<file path="config.mk">
export PLATFORM = sky130hd
export DESIGN_NAME = integer_to_radix_string_unit_flat
export DESIGN_NICKNAME = d
export VERILOG_FILES = /design/src/itrs_pkg.sv /design/src/itrs_if.sv /design/src/integer_to_radix_string_unit.sv /design/src/itrs_ram.sv /design/src/itrs_queue.sv /design/src/itrs_front.sv /design/src/itrs_back.sv /design/src/flat_wrapper.sv
export SDC_FILE = /design/constraint.sdc
export NUM_CORES = 1
export LEC_CHECK = 0
export BUFFER_PORTS_ARGS = -buffer_cell sky130_fd_sc_hd__buf_2
export CORE_ASPECT_RATIO = 1.5
export CORE_MARGIN = 2
export CORE_UTILIZATION = 45
export DETAILED_ROUTE_END_ITERATION = 8
export PLACE_DENSITY = 0.68
export SKIP_LAST_GASP = 1
export SYNTH_ARGS = -nofsm -noshare
export SYNTH_HDL_FRONTEND = slang
export SYNTH_HIERARCHICAL = 1
export SYNTH_SLANG_ARGS = --single-unit
</file>
<file path="constraint.sdc">
create_clock -name clk_i -period 31.3 [get_ports clk_i]
set_input_delay 4.695 -clock clk_i [delete_from_list [all_inputs] [get_ports clk_i]]
set_output_delay 4.695 -clock clk_i [all_outputs]
set_load 0.02 [all_outputs]
</file>
<file path="src/itrs_pkg.sv">
// shared constants and the digit-to-character function of the radix string converter
`default_nettype none

package itrs_pkg;

  // radix limits; radix values outside this range are clamped to the nearest bound
  localparam logic [5:0] RADIX_MIN = 6'd2;
  localparam logic [5:0] RADIX_MAX = 6'd36;

  // digit mapping
  localparam logic [5:0] DIGIT_LIMIT   = 6'd9;
  localparam logic [6:0] LETTER_OFFSET = 7'd10;
  localparam logic [6:0] CHAR_ZERO     = 7'h30;
  localparam logic [6:0] CHAR_LETTER_A = 7'h41;
  localparam logic [6:0] CHAR_MINUS    = 7'h2D;

  // magnitude bits consumed by the divider in one cycle
  localparam int unsigned STEP_BITS = 8;

  // entries of the queue between front and back end
  localparam int unsigned QUEUE_DEPTH = 2;

  // remainder digit to ascii character
  function automatic logic [6:0] digit_char(input logic [5:0] digit);
    logic [6:0] wide;
    wide = {1'b0, digit};
    if (digit > DIGIT_LIMIT) begin
      return wide - LETTER_OFFSET + CHAR_LETTER_A;
    end else begin
      return wide + CHAR_ZERO;
    end
  endfunction

endpackage

`default_nettype wire

</file>
<file path="src/itrs_if.sv">
// stream interfaces for the number input and the character output
`default_nettype none

interface itrs_in_if #(
  parameter int unsigned VALUE_WIDTH = 32
);
  logic                   valid;
  logic                   ready;
  logic [VALUE_WIDTH-1:0] value;
  logic [5:0]             radix;

  modport source (output valid, output value, output radix, input ready);
  modport sink   (input valid, input value, input radix, output ready);
endinterface

interface itrs_out_if;
  logic       valid;
  logic       ready;
  logic [6:0] character;
  logic       last;

  modport source (output valid, output character, output last, input ready);
  modport sink   (input valid, input character, input last, output ready);
endinterface

`default_nettype wire

</file>
<file path="src/integer_to_radix_string_unit.sv">
// Integer to radix string converter: signed VALUE_WIDTH-bit number in, ascii characters out.
// Each digit comes from the divider in chunks of 8 magnitude bits; a number is taken, divided
// digit by digit into the digit ram, its first digit fetched, then its characters go out one
// per cycle while the sink is ready.
// A two-entry queue takes new numbers while the converter is busy; one number at a time.
// Reset clears all control state; the digit ram is not cleared and needs no clearing pass.
`default_nettype none

module integer_to_radix_string_unit #(
  parameter int unsigned VALUE_WIDTH = 32
) (
  input  wire logic clk_i,
  input  wire logic rst_ni,
  itrs_in_if.sink   in_i,
  itrs_out_if.source out_o
);

  localparam int unsigned JW = VALUE_WIDTH + 6 + 1;

  logic                   fr_valid, fr_ready;
  logic [VALUE_WIDTH-1:0] fr_mag;
  logic [5:0]             fr_radix;
  logic                   fr_neg;
  logic                   bk_valid, bk_ready;
  logic [JW-1:0]          bk_data;

  // classify incoming numbers
  itrs_front #(
    .VALUE_WIDTH (VALUE_WIDTH)
  ) u_front (
    .in_valid_i  (in_i.valid),
    .in_ready_o  (in_i.ready),
    .value_i     (in_i.value),
    .radix_i     (in_i.radix),
    .job_valid_o (fr_valid),
    .job_ready_i (fr_ready),
    .job_mag_o   (fr_mag),
    .job_radix_o (fr_radix),
    .job_neg_o   (fr_neg)
  );

  // decoupling queue
  itrs_queue #(
    .WIDTH (JW),
    .DEPTH (itrs_pkg::QUEUE_DEPTH)
  ) u_queue (
    .clk_i        (clk_i),
    .rst_ni       (rst_ni),
    .push_valid_i (fr_valid),
    .push_ready_o (fr_ready),
    .push_data_i  ({fr_neg, fr_radix, fr_mag}),
    .pop_valid_o  (bk_valid),
    .pop_ready_i  (bk_ready),
    .pop_data_o   (bk_data)
  );

  // conversion and character output
  itrs_back #(
    .VALUE_WIDTH (VALUE_WIDTH)
  ) u_back (
    .clk_i        (clk_i),
    .rst_ni       (rst_ni),
    .job_valid_i  (bk_valid),
    .job_ready_o  (bk_ready),
    .job_mag_i    (bk_data[VALUE_WIDTH-1:0]),
    .job_radix_i  (bk_data[VALUE_WIDTH+5:VALUE_WIDTH]),
    .job_neg_i    (bk_data[JW-1]),
    .char_valid_o (out_o.valid),
    .char_ready_i (out_o.ready),
    .character_o  (out_o.character),
    .last_o       (out_o.last)
  );

endmodule

`default_nettype wire

</file>
<file path="src/itrs_ram.sv">
// generic single-port-write, single-port-read ram with registered read data
`default_nettype none

module itrs_ram #(
  parameter int unsigned WIDTH = 6,
  parameter int unsigned DEPTH = 32
) (
  input  wire logic                     clk_i,
  input  wire logic                     we_i,
  input  wire logic [$clog2(DEPTH)-1:0] waddr_i,
  input  wire logic [WIDTH-1:0]         wdata_i,
  input  wire logic                     re_i,
  input  wire logic [$clog2(DEPTH)-1:0] raddr_i,
  output logic      [WIDTH-1:0]         rdata_o
);

  logic [WIDTH-1:0] mem_q [DEPTH];
  logic [WIDTH-1:0] rdata_q;

  // write port
  always_ff @(posedge clk_i) begin
    if (we_i) begin
      mem_q[waddr_i] <= wdata_i;
    end
  end

  // registered read port, holds its data while no read is issued
  always_ff @(posedge clk_i) begin
    if (re_i) begin
      rdata_q <= mem_q[raddr_i];
    end
  end

  assign rdata_o = rdata_q;

endmodule

`default_nettype wire

</file>
<file path="src/itrs_queue.sv">
// small first-in first-out queue between the classifying front end and the converter
`default_nettype none

module itrs_queue #(
  parameter int unsigned WIDTH = 39,
  parameter int unsigned DEPTH = 2
) (
  input  wire logic             clk_i,
  input  wire logic             rst_ni,
  input  wire logic             push_valid_i,
  output logic                  push_ready_o,
  input  wire logic [WIDTH-1:0] push_data_i,
  output logic                  pop_valid_o,
  input  wire logic             pop_ready_i,
  output logic      [WIDTH-1:0] pop_data_o
);

  localparam int unsigned PW = (DEPTH > 1) ? $clog2(DEPTH) : 1;
  localparam int unsigned CW = $clog2(DEPTH + 1);

  logic [WIDTH-1:0] slot_q [DEPTH];
  logic [PW-1:0]    wr_ptr_q, wr_ptr_d;
  logic [PW-1:0]    rd_ptr_q, rd_ptr_d;
  logic [CW-1:0]    fill_q, fill_d;
  logic             push, pop;

  assign push_ready_o = (fill_q != CW'(DEPTH));
  assign pop_valid_o  = (fill_q != '0);
  assign pop_data_o   = slot_q[rd_ptr_q];
  assign push         = push_valid_i && push_ready_o;
  assign pop          = pop_valid_o && pop_ready_i;

  // pointer and fill bookkeeping
  always_comb begin
    wr_ptr_d = wr_ptr_q;
    rd_ptr_d = rd_ptr_q;
    fill_d   = fill_q;
    if (push) begin
      wr_ptr_d = (wr_ptr_q == PW'(DEPTH - 1)) ? '0 : wr_ptr_q + 1'b1;
    end
    if (pop) begin
      rd_ptr_d = (rd_ptr_q == PW'(DEPTH - 1)) ? '0 : rd_ptr_q + 1'b1;
    end
    if (push && !pop) begin
      fill_d = fill_q + 1'b1;
    end else if (pop && !push) begin
      fill_d = fill_q - 1'b1;
    end
  end

  always_ff @(posedge clk_i or negedge rst_ni) begin
    if (!rst_ni) begin
      wr_ptr_q <= '0;
      rd_ptr_q <= '0;
      fill_q   <= '0;
    end else begin
      wr_ptr_q <= wr_ptr_d;
      rd_ptr_q <= rd_ptr_d;
      fill_q   <= fill_d;
    end
  end

  // payload slots
  always_ff @(posedge clk_i) begin
    if (push) begin
      slot_q[wr_ptr_q] <= push_data_i;
    end
  end

endmodule

`default_nettype wire

</file>
<file path="src/itrs_front.sv">
// front end: takes input numbers, clamps the radix and splits sign and magnitude
`default_nettype none

module itrs_front #(
  parameter int unsigned VALUE_WIDTH = 32
) (
  input  wire logic                   in_valid_i,
  output logic                        in_ready_o,
  input  wire logic [VALUE_WIDTH-1:0] value_i,
  input  wire logic [5:0]             radix_i,
  output logic                        job_valid_o,
  input  wire logic                   job_ready_i,
  output logic      [VALUE_WIDTH-1:0] job_mag_o,
  output logic      [5:0]             job_radix_o,
  output logic                        job_neg_o
);

  // transfer goes straight into the queue
  assign job_valid_o = in_valid_i;
  assign in_ready_o  = job_ready_i;

  // sign and unsigned magnitude; the most negative value maps to its true magnitude
  assign job_neg_o = value_i[VALUE_WIDTH-1];
  assign job_mag_o = job_neg_o ? (~value_i + 1'b1) : value_i;

  // radix clamp to the supported range
  always_comb begin
    if (radix_i < itrs_pkg::RADIX_MIN) begin
      job_radix_o = itrs_pkg::RADIX_MIN;
    end else if (radix_i > itrs_pkg::RADIX_MAX) begin
      job_radix_o = itrs_pkg::RADIX_MAX;
    end else begin
      job_radix_o = radix_i;
    end
  end

endmodule

`default_nettype wire

</file>
<file path="src/itrs_back.sv">
// back end: repeated division by the radix into a digit ram, then character emission
`default_nettype none

module itrs_back #(
  parameter int unsigned VALUE_WIDTH = 32
) (
  input  wire logic                   clk_i,
  input  wire logic                   rst_ni,
  input  wire logic                   job_valid_i,
  output logic                        job_ready_o,
  input  wire logic [VALUE_WIDTH-1:0] job_mag_i,
  input  wire logic [5:0]             job_radix_i,
  input  wire logic                   job_neg_i,
  output logic                        char_valid_o,
  input  wire logic                   char_ready_i,
  output logic      [6:0]             character_o,
  output logic                        last_o
);

  localparam int unsigned STEP   = itrs_pkg::STEP_BITS;
  localparam int unsigned CHUNKS = (VALUE_WIDTH + STEP - 1) / STEP;
  localparam int unsigned PW     = CHUNKS * STEP;
  localparam int unsigned AW     = $clog2(VALUE_WIDTH);
  localparam int unsigned KW     = (CHUNKS > 1) ? $clog2(CHUNKS) : 1;

  typedef enum logic [2:0] {
    S_IDLE,
    S_DIV,
    S_SIGN,
    S_FETCH,
    S_LOAD
  } state_e;

  state_e        state_q, state_d;
  logic [PW-1:0] mag_q, mag_d;
  logic [5:0]    radix_q, radix_d;
  logic          neg_q, neg_d;
  logic [5:0]    rem_q, rem_d;
  logic [KW-1:0] chunk_q, chunk_d;
  logic [AW-1:0] count_q, count_d;
  logic [AW-1:0] idx_q, idx_d;
  logic          char_valid_q, char_valid_d;
  logic [6:0]    char_q, char_d;
  logic          last_q, last_d;

  logic [PW-1:0] mag_next;
  logic [5:0]    rem_next;
  logic [STEP-1:0] qbits;
  logic          out_free;
  logic          ram_we, ram_re;
  logic [AW-1:0] ram_raddr;
  logic [5:0]    ram_rdata;

  // one radix-2 long division step per magnitude bit, a chunk of bits per cycle
  always_comb begin
    logic [6:0]      trial;
    logic [5:0]      part;
    logic [STEP-1:0] chunk;
    part  = rem_q;
    chunk = mag_q[PW-1 -: STEP];
    qbits = '0;
    for (int i = STEP - 1; i >= 0; i--) begin
      trial = {part, chunk[i]};
      if (trial >= {1'b0, radix_q}) begin
        trial    = trial - {1'b0, radix_q};
        qbits[i] = 1'b1;
      end
      part = trial[5:0];
    end
    rem_next = part;
    mag_next = (mag_q << STEP) | PW'(qbits);
  end

  assign out_free    = !char_valid_q || char_ready_i;
  assign job_ready_o = (state_q == S_IDLE);
  assign ram_we      = (state_q == S_DIV) && (chunk_q == '0);

  // sequencer: division loop, then sign and digits most significant first
  always_comb begin
    state_d      = state_q;
    mag_d        = mag_q;
    radix_d      = radix_q;
    neg_d        = neg_q;
    rem_d        = rem_q;
    chunk_d      = chunk_q;
    count_d      = count_q;
    idx_d        = idx_q;
    char_valid_d = char_valid_q;
    char_d       = char_q;
    last_d       = last_q;
    ram_re       = 1'b0;
    ram_raddr    = idx_q;

    if (char_valid_q && char_ready_i) begin
      char_valid_d = 1'b0;
    end

    case (state_q)
      S_IDLE: begin
        if (job_valid_i) begin
          mag_d   = PW'(job_mag_i);
          radix_d = job_radix_i;
          neg_d   = job_neg_i;
          rem_d   = '0;
          chunk_d = KW'(CHUNKS - 1);
          count_d = '0;
          state_d = S_DIV;
        end
      end
      S_DIV: begin
        mag_d = mag_next;
        rem_d = rem_next;
        if (chunk_q == '0) begin
          // digit done and written; stop on zero quotient or full store
          rem_d   = '0;
          chunk_d = KW'(CHUNKS - 1);
          if (mag_next == '0 || count_q == AW'(VALUE_WIDTH - 1)) begin
            idx_d   = count_q;
            state_d = neg_q ? S_SIGN : S_FETCH;
          end else begin
            count_d = count_q + 1'b1;
          end
        end else begin
          chunk_d = chunk_q - 1'b1;
        end
      end
      S_SIGN: begin
        if (out_free) begin
          char_valid_d = 1'b1;
          char_d       = itrs_pkg::CHAR_MINUS;
          last_d       = 1'b0;
          state_d      = S_FETCH;
        end
      end
      S_FETCH: begin
        ram_re  = 1'b1;
        state_d = S_LOAD;
      end
      S_LOAD: begin
        if (out_free) begin
          char_valid_d = 1'b1;
          char_d       = itrs_pkg::digit_char(ram_rdata);
          last_d       = (idx_q == '0);
          if (idx_q == '0) begin
            state_d = S_IDLE;
          end else begin
            // fetch the next lower digit while this one goes out
            ram_re    = 1'b1;
            ram_raddr = idx_q - 1'b1;
            idx_d     = idx_q - 1'b1;
          end
        end
      end
      default: begin
        state_d = S_IDLE;
      end
    endcase
  end

  // state and registered outputs
  always_ff @(posedge clk_i or negedge rst_ni) begin
    if (!rst_ni) begin
      state_q      <= S_IDLE;
      char_valid_q <= 1'b0;
      chunk_q      <= '0;
      count_q      <= '0;
      idx_q        <= '0;
      rem_q        <= '0;
      mag_q        <= '0;
      neg_q        <= 1'b0;
      radix_q      <= '0;
      char_q       <= '0;
      last_q       <= 1'b0;
    end else begin
      state_q      <= state_d;
      char_valid_q <= char_valid_d;
      chunk_q      <= chunk_d;
      count_q      <= count_d;
      idx_q        <= idx_d;
      rem_q        <= rem_d;
      mag_q        <= mag_d;
      neg_q        <= neg_d;
      radix_q      <= radix_d;
      char_q       <= char_d;
      last_q       <= last_d;
    end
  end

  // digit store, least significant digit at address zero
  itrs_ram #(
    .WIDTH (6),
    .DEPTH (VALUE_WIDTH)
  ) u_digit_ram (
    .clk_i   (clk_i),
    .we_i    (ram_we),
    .waddr_i (count_q),
    .wdata_i (rem_next),
    .re_i    (ram_re),
    .raddr_i (ram_raddr),
    .rdata_o (ram_rdata)
  );

  assign char_valid_o = char_valid_q;
  assign character_o  = char_q;
  assign last_o       = last_q;

endmodule

`default_nettype wire
</file>
<file path="src/flat_wrapper.sv">
// flat-port wrapper written by rule: the top's interface ports become plain ports
module integer_to_radix_string_unit_flat 
#(
  parameter int unsigned VALUE_WIDTH = 32
)
  (clk_i, rst_ni, in_i_valid, in_i_value, in_i_radix, in_i_ready, out_o_valid, out_o_character, out_o_last, out_o_ready);
  itrs_in_if #(.VALUE_WIDTH(VALUE_WIDTH)) in_i_i ();
  itrs_out_if out_o_i ();
  input  wire logic clk_i;
  input  wire logic rst_ni;
  input wire logic [$bits(in_i_i.valid)-1:0] in_i_valid;
  input wire logic [$bits(in_i_i.value)-1:0] in_i_value;
  input wire logic [$bits(in_i_i.radix)-1:0] in_i_radix;
  output wire logic [$bits(in_i_i.ready)-1:0] in_i_ready;
  output wire logic [$bits(out_o_i.valid)-1:0] out_o_valid;
  output wire logic [$bits(out_o_i.character)-1:0] out_o_character;
  output wire logic [$bits(out_o_i.last)-1:0] out_o_last;
  input wire logic [$bits(out_o_i.ready)-1:0] out_o_ready;
  assign in_i_i.valid = in_i_valid;
  assign in_i_i.value = in_i_value;
  assign in_i_i.radix = in_i_radix;
  assign in_i_ready = in_i_i.ready;
  assign out_o_valid = out_o_i.valid;
  assign out_o_character = out_o_i.character;
  assign out_o_last = out_o_i.last;
  assign out_o_i.ready = out_o_ready;
  integer_to_radix_string_unit #(.VALUE_WIDTH(VALUE_WIDTH)) u_core (.clk_i(clk_i), .rst_ni(rst_ni), .in_i(in_i_i), .out_o(out_o_i));
endmodule
</file>
==> flow_summary.yaml <==
setup_path:
  cp.required_ps: 31760
  endpoint_kind: "flop"
  cp_max_fo: 17
  r2r_end: "u_core/u_back/rem_q[1]$_DFFE_PN0P_"
  ff2ff_setup_slack_ps: 12790
  startpoint_type: "flop"
  worstPathArrival_ps: 18960
  slowest_stage: "mux2i_2"
  crit_top_cell: "o21ai_0"
  rr_worst_depth: 71
  r2r_start: "u_core/u_back/radix_q[1]$_DFFE_PN0P_"
  slowest_delay_ps: 800
  crit_type: "flop to flop"
global_routing:
  grt_max_degree: 74
  grt_pass1_wl_mm: 64.1
  antenna_found_initial: 0
  grt_pass1_vias: 11193
  grt_usage_pct: 19.9
  overflow: 0
finish:
  n_fill_cell: 3335
  final_common_cell: "edfxtp_1"
  final_nets: 1483
  layout-drive-gt1-share_pct: 19.8
  antenna_cells: 0
  final_cell_mix: "276 x edfxtp_1, 113 x nor2_1, 108 x nand2_1, 73 x dfrtp_1, 71 x o21ai_0"
  area_growth_pct: 10.8
cts:
  hold_buffers: 0
  post-cts-setup-buffers: 0
  cts_buffer_depth: 3
  cts.sinks: 349
  cts_inserted_buffers: 35
  cts_tree: "built"
  cts_resized: 0
  clk_latency_ps: 530
  clk_pin_slew_worst_paths_ps: 60
  cts_max_level: 2
  root_buffer: "clkbuf_16"
timing:
  skew_ps: 20.6
  min_period_ps: 18510
  min_period_over_period_pct: 59.1
  final_hold_viol_count: 0
  rsz0062_at_grt: "no"
  slew_headroom_pct: 24.7
  setup_viol: 0
  fmax_ghz: 0.0540
  report.final.slew_viol_count: 0
  hold_slack_ps: 485
  tns_ps: 0
  worst_pin_slew_ps: 1130
die:
  fp.dieW_um: 166
  initial_core_util_pct: 45.3
  rows: 89
  coreArea_mm2: 0.0392
  die-area_mm2: 0.0411
  die_y_um: 247
  num_io_pins: 52
drt:
  dr_total_vias: 11002
  first_iter_violations: 733
  drcViolationCount: 0
  routed_wl_mm: 40.4
  postRouteAntennaNets: 0
  viasPerCell: 5.79
  first_pass_iters: 5
  wl_per_cell_um: 21.3
min_path:
  hold_path_end: "u_core/u_back/neg_q$_DFFE_PN0P_"
  min_path_cells: 2
  min_from: "u_core/u_back/neg_q$_DFFE_PN0P_"
  worstHoldPathType: "flop to flop"
yosys:
  synth_area_mm2: 0.0178
  synth_top_cell_by_area: "edfxtp_1"
  yosys_warnings: 6
  synthFlopType: "edfxtp_1"
  synth.distinct_cells: 91
  synth_top_area_share_pct: 46.6
  ys_ff_latch: 349
  ys_seq_area_share_pct: 56.9
  synth_enable_flop_cells: 276
  netlist_top_cells_area: "edfxtp_1 47%, dfrtp_1 10%, mux4_2 7.6%"
  syn_inst: 1331
  synth-async-reset-ratio_pct: 20.9
  syn-num-nets: 1438
  postSynthAreaPerCell_um2: 13.4
placement:
  gp_congestion: 0.958
  port_buffers: 51
  dp_hpwl_mm: 28.7
outcome:
  outcome: "finished, final reports clean"
flow_run:
  cap_viol_max_count: 0
-- layout make-up --
type,count,area (um2),share of cell area [%]
sequential,349,10100,51.4
multi-input combinational,876,7210,36.6
clock buffer,44,971,4.93
tap,500,626,3.18
timing repair buffer,60,325,1.65
clock inverter,18,239,1.21
inverter,54,203,1.03
-- cell usage after synthesis (all sizes together), types with 20 or more instances --
library cell,count
a21o,20
nand2,109
a21oi,32
nor2b,20
ha,57
clkbuf,30
buf,22
xnor2,54
a31oi,26
dfrtp,73
nand2b,21
o21ai,76
mux2,61
nor2,114
edfxtp,276
inv,54
mux4,60
-- worst max-delay path: cells and delay by family (launching register included) --
kind	cells	cell delay (ps)
adders and majority gates	8	2360
muxes	8	3150
AOI/OAI and AO/OA	36	8420
buffers and inverters	6	1080
and+or+nand+nor	13	2650
DFF	1	760
-- state kept, by name, indices dropped and copies added, names as in the netlist --
signal / cells
u_core/u_queue/wr_ptr_q: 1
u_core/u_queue/slot_q: 78
u_core/u_back/neg_q: 1
u_core/u_back/state_q: 3
u_core/u_queue/fill_q: 2
u_core/u_back/char_valid_o: 1
u_core/u_back/idx_q: 5
u_core/u_back/count_q: 5
u_core/u_queue/rd_ptr_q: 1
u_core/u_back/chunk_q: 2
u_core/u_back/character_o: 7
u_core/u_back/rem_q: 6
u_core/u_back/u_digit_ram/rdata_o: 6
u_core/u_back/mag_q: 32
u_core/u_back/radix_q: 6
u_core/u_back/last_o: 1
u_core/u_back/u_digit_ram/mem_q: 192
-- cell families after synthesis --
kind of cell | share of synthesized area (%)
buffers and inverters | 2.69
adders and majority gates | 4.97
and+or+nand+nor | 10.1
AOI/OAI and AO/OA | 9.73
DFF | 56.9
muxes | 12.3
xor gates and xnor gates | 3.35
-- stage by stage --
step                      utilization [%]  cell area [um2]  instances  setup WS, ps
final                                50.2            19700       1901         12790
after CTS                            50.2            19700       1901         12850
after floorplan                         -            17800       1331         15420
after detailed placement             47.2            18500       1839         12910
after global routing                 50.2            19700       1901         11280
after global placement               47.2            18500       1839         13480
-- worst max path at each step --
stage	from	end	slack, ps	cells past startpoint
finish	u_core/u_back/radix_q[1]$_DFFE_PN0P_	u_core/u_back/rem_q[1]$_DFFE_PN0P_	12790	71
global route	u_core/u_back/radix_q[1]$_DFFE_PN0P_	u_core/u_back/rem_q[1]$_DFFE_PN0P_	11280	70
CTS	u_core/u_back/radix_q[1]$_DFFE_PN0P_	u_core/u_back/rem_q[1]$_DFFE_PN0P_	12850	71
detailed placement	u_core/u_back/radix_q[1]$_DFFE_PN0P_	u_core/u_back/rem_q[1]$_DFFE_PN0P_	12910	69
global placement	u_core/u_back/radix_q[1]$_DFFE_PN0P_	u_core/u_back/rem_q[1]$_DFFE_PN0P_	13480	72
floorplan	u_core/u_back/radix_q[1]$_DFFE_PN0P_	u_core/u_back/u_digit_ram/mem_q[0][0]$_DFFE_PP_	15420	70
-- per-layer routing --
metal | track usage, % | part of all wire (%)
met5 | 0 | 0
met4 | 7.38 | 3.5
met2 | 38.1 | 55
met3 | 2.63 | 4.0
met1 | 22.7 | 38
Power is not shown: default switching activity piles up to over one toggle a cycle in this logic, so the estimate is an artifact.
